### config.mk
export PLATFORM = sky130hd
export DESIGN_NAME = fsa_ctrl
export DESIGN_NICKNAME = d
export VERILOG_FILES = /design/src/sv/fsa_pkg.sv /design/src/sv/fsa_ctrl.sv
export SDC_FILE = /design/constraint.sdc
export NUM_CORES = 1
export LEC_CHECK = 0
export BUFFER_PORTS_ARGS = -buffer_cell sky130_fd_sc_hd__buf_4
export CAP_MARGIN = 40
export CORE_AREA = 10 10 47 49
export CTS_CLUSTER_SIZE = 25
export DETAILED_ROUTE_END_ITERATION = 16
export DIE_AREA = 0 0 57 59
export MAX_ROUTING_LAYER = met4
export PLACE_DENSITY = 0.46
export REMOVE_ABC_BUFFERS = 1
export SYNTH_ARGS = -nofsm -noshare
export SYNTH_HDL_FRONTEND = slang
export SYNTH_SLANG_ARGS = --single-unit
### constraint.sdc
create_clock -name aclk -period 1.6 [get_ports aclk]
set_input_delay 0.08 -clock aclk [delete_from_list [all_inputs] [get_ports aclk]]
set_output_delay 0.08 -clock aclk [all_outputs]
set_load 0.02 [all_outputs]
### src/sv/fsa_pkg.sv
// shared constants, codes, command/status structs and register clamp
// for the fragmented sparse array; no dependencies
package fsa_pkg;

    localparam int MAX_FRAGS = 16;
    localparam int MAX_FLEN  = 16;
    localparam int VAL_W     = 32;

    localparam int FRAG_W  = $clog2(MAX_FRAGS);
    localparam int CELL_W  = $clog2(MAX_FLEN);
    localparam int ADDR_W  = FRAG_W + CELL_W;
    localparam int CELLS   = MAX_FRAGS * MAX_FLEN;
    localparam int CNT_W   = $clog2(MAX_FLEN + 1);
    localparam int TOT_W   = $clog2(CELLS + 1);
    localparam int ACT_W   = $clog2(MAX_FRAGS + 1);
    localparam int REG_W   = 5;
    localparam int IDX_W   = 16;
    localparam int KEY_W   = 32;
    localparam int CMD_W   = 3;
    localparam int STAT_W  = 2;
    localparam int CFG_IDX_W = 1;
    localparam int DIV_STEP_W = $clog2(ADDR_W);

    // input tdata: index, key; output tdata: status .. allocated_cells
    localparam int S_DATA_W = 48;
    localparam int M_DATA_W = 64;

    localparam logic [CMD_W-1:0] CMD_SET      = 3'd0;
    localparam logic [CMD_W-1:0] CMD_GET      = 3'd1;
    localparam logic [CMD_W-1:0] CMD_DELETE   = 3'd2;
    localparam logic [CMD_W-1:0] CMD_IS_SET   = 3'd3;
    localparam logic [CMD_W-1:0] CMD_CONTAINS = 3'd4;
    localparam logic [CMD_W-1:0] CMD_CLEAR    = 3'd5;

    localparam logic [STAT_W-1:0] STATUS_OK        = 2'd0;
    localparam logic [STAT_W-1:0] STATUS_BAD_INDEX = 2'd1;
    localparam logic [STAT_W-1:0] STATUS_NOT_SET   = 2'd2;

    localparam logic [CFG_IDX_W-1:0] CFG_FRAG_COUNT  = 1'b0;
    localparam logic [CFG_IDX_W-1:0] CFG_FRAG_LENGTH = 1'b1;

    typedef struct packed {
        logic accept;
        logic div_start;
        logic lookup;
        logic scan_step;
        logic exec;
    } fsa_cmd_t;

    typedef struct packed {
        logic in_point;
        logic in_scan;
        logic div_done;
        logic scan_done;
        logic out_free;
    } fsa_stat_t;

    // zero acts as one, anything above the maximum acts as the maximum
    function automatic logic [REG_W-1:0] clamp_reg(input logic [REG_W-1:0] v,
                                                   input logic [REG_W-1:0] maxv);
        logic [REG_W-1:0] r;
        if (v == '0) begin
            r = REG_W'(1);
        end else if (v > maxv) begin
            r = maxv;
        end else begin
            r = v;
        end
        return r;
    endfunction

endpackage

### src/sv/fsa_ctrl.sv
// controller state machine: sequences accept, divide, lookup, scan and
// execute steps for one transaction at a time; depends on fsa_pkg
module fsa_ctrl
    import fsa_pkg::*;
(
    input  logic      aclk,
    input  logic      aresetn,
    input  logic      s_tvalid,
    output logic      s_tready,
    input  fsa_stat_t stat,
    output fsa_cmd_t  ctl
);

    typedef enum logic [4:0] {
        S_IDLE   = 5'b00001,
        S_DIV    = 5'b00010,
        S_LOOKUP = 5'b00100,
        S_SCAN   = 5'b01000,
        S_EXEC   = 5'b10000
    } state_t;

    state_t state_reg, state_next;

    always_comb begin
        state_next = state_reg;
        ctl        = '0;
        s_tready   = 1'b0;
        case (state_reg)
            S_IDLE: begin
                s_tready = 1'b1;
                if (s_tvalid) begin
                    ctl.accept = 1'b1;
                    if (stat.in_point) begin
                        ctl.div_start = 1'b1;
                        state_next    = S_DIV;
                    end else if (stat.in_scan) begin
                        state_next = S_SCAN;
                    end else begin
                        state_next = S_EXEC;
                    end
                end
            end
            S_DIV: begin
                if (stat.div_done) begin
                    state_next = S_LOOKUP;
                end
            end
            S_LOOKUP: begin
                ctl.lookup = 1'b1;
                state_next = S_EXEC;
            end
            S_SCAN: begin
                if (stat.scan_done) begin
                    state_next = S_EXEC;
                end else begin
                    ctl.scan_step = 1'b1;
                end
            end
            S_EXEC: begin
                // hold until the output register can take the result
                if (stat.out_free) begin
                    ctl.exec   = 1'b1;
                    state_next = S_IDLE;
                end
            end
            default: state_next = S_IDLE;
        endcase
    end

    always_ff @(posedge aclk) begin
        if (!aresetn) begin
            state_reg <= S_IDLE;
        end else begin
            state_reg <= state_next;
        end
    end

endmodule

==> results.cfg, run 1 <==
[status]
status = complete, no violations

[critical_path]
critPathMaxFanout = 2
cp.arrival_ns = 1.73
critPathSlowestCell = or4_4
r2r_slack_ns = 0.02
critical_path_class = flop to flop
start_kind = flop
r2r_end = state_reg[4]
setup.worst_path.end_class = flop
slowest_delay_ns = 0.50
r2r_cells = 3
cp_cell_sequence = or3_4, or4_4, a2111oi_4
reg2reg_from = state_reg[3]
required_ns = 1.75

[detailed_routing]
drt_wl_total_um = 1080
firstDrtPassIters = 4
wl_per_cell_um = 13.6
vias = 393
drt-initial-drc-count = 7
remaining_drc_errors = 0
via_per_inst = 4.97
postRouteAntennaNets = 0

[floorplanning]
start_util_pct = 22.5
ios = 14
die_w_um = 57
die-area_mm2 = 0.00336
die_y_um = 59
coreArea_mm2 = 0.00140
rows = 14

[cells_and_area]
final_core_util_pct = 42.6
largest_reg_flops = 5
nets = 72
fin_cells = 79
drive_above_1_share_pct = 60.3
antenna_cells = 0
area_delta_synth_final_pct = 89.3

[power]
peakVddDrop_uv = 341
powerDensity_mw_per_mm2 = 799
p_total_uw = 477
leakagePower_nw = 0.258

[placement]
numPortBuffers = 13
post-place-cells = 74
gp_congestion = 0.757
pre_cts_slack_ns = -0.0104
hpwl_um = 823

[sta]
maxSlewHeadroom_pct = 78.6
tightest_slew_ns = 0.317
finalWorstSetupSlack_ns = 0.0221
setup_violations = 0
drv_slew = 0
clock_skew_ns = 0.00371
rsz0062_at_grt = true
final.period_utilization_pct = 98.6
hold_violations = 0
fmax_ghz = 0.634
min_period_ns = 1.58

[clock_network]
clock-sinks = 5
clock_path_buffers = 2
cts_root_buf = clkbuf_4
cts.clk_slew.worst_paths_ns = 0.04
cts_tree = built
numCtsBuffers = 3
ctsHtreeMaxLevel = 1
clk_latency_ns = 0.25

[worst_hold_path]
min_to = state_reg[1]
hp-class = primary input to flop
hold_path_depth = 2
min-delay-start = aresetn

[flow_run]
drv_cap = 0

[synth]
synth_cell_types = 25
synth_area_um2 = 315
yosys-top-cells-area = dfxtp_1 32%, nor3_1 6.3%, a2111oi_2 4.8%
yosys_warnings = 0
synthCells = 36
ys_seq_area_share_pct = 31.7
synth_top_cell_area_share_pct = 31.7
ys_ff_latch = 5
yosysTopAreaCell = dfxtp_1
syn_avg_cell_area_um2 = 8.76

[global_route]
grt_usage_pct = 6.88
grt_pass1_wl_um = 1770
antenna_found_initial = 0
grt_overflow = 0
grt_pass1_vias = 423
grt_max_degree = 8
## what timing repair did
item                                    in CTS  in global routing
buffers inserted                             0                  1
gates resized for setup                      4                 12
endpoints found under the setup margin       4                  6
pin swaps                                    3                  5
endpoints found under the hold margin        0                  0
hold buffers                                 0                  0
## power breakdown
part / switching [mW] / internal [mW] / total, mW
logic: 0.0854 / 0.0963 / 0.182
registers: 0.0123 / 0.135 / 0.147
clock network: 0.0539 / 0.0944 / 0.148
total: 0.152 / 0.325 / 0.477
## critical path: cells and delay by family, from the launching register on
family          cells  cell delay (ns)
compound gates      1             0.28
flops               1             0.32
simple gates        2             0.88
## cells in the final DEF, fill, tap and decap left out, types with 2 or more instances in the layout
cell / instances
nor3_1: 2
buf_4: 19
clkbuf_4: 3
dfxtp_2: 2
nor2_1: 2
dfxtp_1: 3
nand2_1: 3
buf_6: 4
## cells in the mapped netlist
cell type and number:
dfxtp_1 5, nor3_1 4, nand2_1 3, nor2_1 3
a2111oi_2 1, a31o_2 1, a32o_1 1, and2_1 1
and3b_1 1, inv_1 1, nand2b_1 1, nand3b_1 1
nand4b_1 1, nor2b_1 1, nor3b_1 1, nor4_1 1
nor4b_1 1, o21a_1 1, o21ai_0 1, o311ai_0 1
o31ai_1 1, or3_4 1, or4_1 1, or4bb_2 1
xor2_1 1
## per-layer routing
metal	GRT usage (%)	part of all wire, %	vias up
met1	6.76	47	180
met4	7.05	2.9	0
met5	-	0	-
li1	-	-	195
met3	1.72	3.2	4
met2	10.7	47	14
## worst max path at each step
stage / depth (start not counted) / start / end
2_1_floorplan: 3 / state_reg[3] / state_reg[4]
5_1_grt: 3 / state_reg[3] / state_reg[4]
3_5_place_dp: 3 / state_reg[3] / state_reg[4]
4_1_cts: 4 / state_reg[3] / ctl[0]
3_3_place_gp: 3 / state_reg[3] / state_reg[4]
6_report: 3 / state_reg[3] / state_reg[4]
## cell families (layout without fill, tap and decap cells)
group,after synthesis,count (layout),synth area share (%)
xor+xnor,1,1,2.78
simple gates,22,22,44.5
buf+inv,1,28,1.19
compound gates,7,7,19.8
flops,5,5,31.7
## metrics by stage
stage	instance area, µm²	setup TNS (ns)	hold WS, ns
6_report	597	0	0.0689
5_1_grt	597	-0.0368	0.0728
4_1_cts	551	-0.0925	0.0720
3_5_place_dp	500	-0.0104	0.324
3_3_place_gp	500	0	0.323
2_1_floorplan	315	-0.0523	0.198
## area by class of cell
cell class,count,area [µm²]
inverter,1,3.75
tap,16,20.0
multi-input combinational,30,256
clock buffer,4,26.3
sequential,5,103
timing repair buffer,23,188
fill,145,805
Note: power is estimated with default switching activity, not from simulation.
==> run 2: changes to the inputs <==
Settings changed: SETUP_SLACK_MARGIN set to 0.5.
==> run 2 against run 1 <==
  * The run now ends with negative setup slack left
  * Cell count rose by 5.1%
  * Register-to-register slack got worse by 0.05 ns
  * Routed wire length rose by 4.6%
  * Die area did not move
  * Utilization rose by 4.1 points
  * Worst setup slack got worse by 0.049 ns
  * Clock skew fell by 0.0022 ns
  * Total power rose by 5.2%
  * Non-clock buffer count rose by 4
  * Global-route usage rose by 0.36 points
  * Fmax fell by 3.0%
  * Final area rose by 9.6%
  * Largest power group unchanged
==> results.cfg, run 2 (synthesis gave the netlist of run 1 again) <==
[status]
status = finished with violations
violations = negative setup slack

[critical_path]
r2r_slack_ns = -0.03
cp.arrival_ns = 1.77
cp_cell_sequence = or3_4, or4_4, a2111oi_4
crit_end = state_reg[4]
reg2reg_from = state_reg[4]
critPathMaxFanout = 2
startpoint = state_reg[4]
start_kind = flop
setup.worst_path.end_class = flop
required_ns = 1.74
r2r_cells = 3
slowest_delay_ns = 0.55
critPathSlowestCell = or4_4
r2r_end = state_reg[4]
critical_path_class = flop to flop

[flow_run]
drv_cap = 0

[cells_and_area]
nets = 76
layout_commonest_cell = buf_4
drive_above_1_share_pct = 70.1
final_cell_mix = 20 x buf_4, 7 x buf_6, 3 x nand2_1, 3 x clkbuf_4, 3 x dfxtp_2
area_delta_synth_final_pct = 108
seq_area_um2 = 108
fin_cells = 83
largest_reg_flops = 5
final_area_um2 = 654
antenna_cells = 0
final.fill_count = 139
final_core_util_pct = 46.7
multiInputGateArea_um2 = 268

[detailed_routing]
vias = 409
firstDrtPassIters = 4
wl_met2_um = 562
route.met3.wl_um = 28
wl_met1_um = 519
remaining_drc_errors = 0
drt_wl_total_um = 1130
via_per_inst = 4.93
top_layer_used = met4
wl_per_cell_um = 13.6
drt-initial-drc-count = 3
postRouteAntennaNets = 0

[floorplanning]
die-area_mm2 = 0.00336
rows = 14
die_w_um = 57
ios = 14
coreArea_mm2 = 0.00140
start_util_pct = 22.5
die_y_um = 59

[sta]
setup_violations = 1
hold_violations = 0
clock_skew_ns = 0.00148
min_period_ns = 1.63
fin_tns_setup_ns = -0.0265
final.period_utilization_pct = 102
tightest_slew_ns = 0.306
rsz0062_at_grt = true
finalWorstSetupSlack_ns = -0.0265
fmax_ghz = 0.615
drv_slew = 0
maxSlewHeadroom_pct = 79.3
whs_ns = 0.0734

[global_route]
grt_pass1_wl_um = 1930
grt_overflow = 0
grt_max_degree = 8
grt_usage_pct = 7.24
antenna_found_initial = 0
grt_pass1_vias = 447

[placement]
place_area_um2 = 500
pre_cts_slack_ns = -0.0104
numPortBuffers = 13
gp_congestion = 0.757
post-place-cells = 74
hpwl_um = 823

[clock_network]
numCtsBuffers = 3
clk_latency_ns = 0.24
cts-hold-fix-buffers = 0
cts.clk_slew.worst_paths_ns = 0.04
clock-sinks = 5
cts_root_buf = clkbuf_4
cts_tree = built
ctsHtreeMaxLevel = 1
clock_path_buffers = 2

[worst_hold_path]
hp-class = primary input to flop

[power]
peakVddDrop_uv = 491
powerDensity_mw_per_mm2 = 767
p_total_uw = 502
leakagePower_nw = 0.283
[run 2: cell types whose count changed in the layout (fill, tap and decap cells not counted)]
cell,change
nor4b_2,+1
nor4b_1,-1
nor2_1,-2
dfxtp_2,+1
dfxtp_4,+1
nor2_2,+2
buf_6,+3
buf_4,+1
dfxtp_1,-2
[run 2: critical path: cells and delay by family, from the launching register on]
kind               cells  cell delay, ns
and+or+nand+nor        2            0.93
DFF                    1            0.30
AOI/OAI and AO/OA      1            0.29
[run 2: worst min path at each step]
stage	start	depth (start not counted)	to	slack [ns]
floorplan	aresetn	1	state_reg[1]	0.20
global placement	aresetn	2	state_reg[1]	0.32
detailed placement	aresetn	2	state_reg[1]	0.32
CTS	aresetn	2	state_reg[1]	0.07
global route	aresetn	2	state_reg[1]	0.08
finish	aresetn	2	state_reg[1]	0.07
[run 2: where the power goes]
part / switching, mW / total [mW] / internal, mW
clock network: 0.0492 / 0.143 / 0.0941
logic: 0.0930 / 0.209 / 0.116
registers: 0.0136 / 0.149 / 0.135
total: 0.156 / 0.502 / 0.346
[run 2: routing by layer]
layer	track usage [%]	vias to the layer above
met2	12.4	12
met1	7.49	190
li1	-	205
met5	-	-
met3	1.72	2
met4	4.03	0
[run 2: area by class of cell]
class,count,share of cell area (%)
Timing Repair Buffer,27,35.0
Tap cell,16,3.06
Multi-Input combinational cell,30,40.9
Clock buffer,4,4.02
Inverter,1,0.574
Sequential cell,5,16.4
[run 2: timing repair]
item	CTS	global route
resized for setup	18	7
buffers inserted	3	2
endpoints found under the setup margin	11	11
pin swaps	5	4
==> run 3: changes to the inputs <==
Settings changed: SETUP_SLACK_MARGIN 0.5 to 0.15, SKIP_LAST_GASP set to 1.
==> run 3 against run 2 <==
  * The flow still finishes with violations (negative setup slack)
  * Utilization decreased by 1.3 points
  * Worst setup slack about the same
  * Die area unchanged
  * Via count decreased by 2.2%
  * Worst hold slack got worse by 0.0016 ns
  * Critical path type unchanged
  * Critical endpoint unchanged
  * Largest cell class unchanged
==> results.cfg, run 3 (synthesis gave the netlist of run 1 again) <==
[status]
status = finished with violations
violations = negative setup slack

[cells_and_area]
final_cell_mix = 22 x buf_4, 5 x buf_6, 3 x nand2_1, 3 x clkbuf_4, 3 x dfxtp_1
nets = 76
largest_reg_flops = 5
area_delta_synth_final_pct = 102
final_area_um2 = 637
fin_cells = 83
layout_commonest_cell = buf_4
final.fill_count = 139
antenna_cells = 0
drive_above_1_share_pct = 64.2

[clock_network]
ctsHtreeMaxLevel = 1
numCtsBuffers = 3
cts_tree = built
clk_latency_ns = 0.24
cts_root_buf = clkbuf_4
cts.clk_slew.worst_paths_ns = 0.04
clock_path_buffers = 2
clock-sinks = 5

[floorplanning]
coreArea_mm2 = 0.00140
rows = 14
ios = 14
start_util_pct = 22.5
die-area_mm2 = 0.00336
die_y_um = 59
die_w_um = 57

[placement]
gp_congestion = 0.757
post-place-cells = 74
numPortBuffers = 13
pre_cts_slack_ns = -0.0104
place_area_um2 = 500
hpwl_um = 823

[detailed_routing]
wl_per_cell_um = 13.3
remaining_drc_errors = 0
vias = 400
postRouteAntennaNets = 0
via_per_inst = 4.82
drt-initial-drc-count = 2
firstDrtPassIters = 4
drt_wl_total_um = 1100

[global_route]
grt_usage_pct = 7.07
antenna_found_initial = 0
grt_pass1_wl_um = 1870
grt_max_degree = 8
grt_pass1_vias = 435
grt_overflow = 0

[power]
peakVddDrop_uv = 484
leakagePower_nw = 0.280
powerDensity_mw_per_mm2 = 780

[sta]
maxSlewHeadroom_pct = 78.6
min_period_ns = 1.63
rsz0062_at_grt = true
drv_slew = 0
fmax_ghz = 0.615
final.period_utilization_pct = 102
hold_violations = 0
setup_violations = 1
finalWorstSetupSlack_ns = -0.0265
clock_skew_ns = 0.00145
tightest_slew_ns = 0.317

[flow_run]
drv_cap = 0

[critical_path]
critical_path_class = flop to flop
critPathMaxFanout = 2
reg2reg_from = state_reg[4]
start_kind = flop
startpoint = state_reg[4]
required_ns = 1.74
setup.worst_path.end_class = flop
cp.arrival_ns = 1.77

[worst_hold_path]
hp-class = primary input to flop
min-delay-start = aresetn
[run 3: cell counts in the layout (fill, tap and decap cells not counted)]
Identical to the previous run, type by type.
[run 3: cell type report]
| cell class | count | area, µm² | share of cell area, % |
|---|---|---|---|
| inverter | 1 | 3.75 | 0.589 |
| timing repair buffer | 27 | 221 | 34.8 |
| clock buffer | 4 | 26.3 | 4.13 |
| multi-input combinational | 30 | 263 | 41.3 |
| sequential | 5 | 103 | 16.1 |
| tap | 16 | 20.0 | 3.14 |
[run 3: per-stage QoR]
| stage | power [mW] | TNS [ns] | hold WS (ns) | util, % |
|---|---|---|---|---|
| 2_1_floorplan | 0.221 | -0.0523 | 0.198 | - |
| 3_3_place_gp | 0.296 | 0 | 0.323 | 35.7 |
| 3_5_place_dp | 0.295 | -0.0104 | 0.324 | 35.7 |
| 4_1_cts | 0.490 | -0.0297 | 0.0720 | 43.0 |
| 5_1_grt | 0.532 | -0.0858 | 0.0767 | 45.4 |
| 6_report | 0.497 | -0.0265 | 0.0718 | 45.4 |
[run 3: timing repair]
action	4_1_cts	5_1_grt
setup endpoints to repair	6	10
resized for setup	15	3
hold endpoints to repair	0	0
pin swaps	5	3
gates cloned	0	0
hold buffers	0	0
buffers inserted	2	3
[run 3: layer usage]
| layer | share of wire [%] | vias up | track usage, % |
|---|---|---|---|
| li1 | - | 203 | - |
| met1 | 46 | 183 | 7.25 |
| met2 | 50 | 12 | 12.1 |
| met3 | 2.5 | 2 | 1.72 |
| met4 | 1.5 | 0 | 4.03 |
| met5 | 0 | - | - |
[run 3: worst paths after layout]
path,cells past startpoint,slack (ns),to
worst max-delay path,3,-0.03,state_reg[4]
worst min-delay path,2,0.07,state_reg[1]
worst max register to register,3,-0.03,state_reg[4]
worst min register to register,3,0.65,state_reg[2]
[run 3: critical path: stages (launching register included)]
cell and delay (ns):
dfxtp_1 0.30, or3_4 0.38, or4_4 0.55, a2111oi_4 0.29
[run 3: where the power goes]
group | internal (mW) | leakage [nW] | switching, mW | total (mW)
Sequential | 0.135 | 0.0418 | 0.0122 | 0.147
Clock | 0.0941 | 0.0150 | 0.0495 | 0.144
Combinational | 0.114 | 0.224 | 0.0918 | 0.206
Total | 0.343 | 0.280 | 0.154 | 0.497
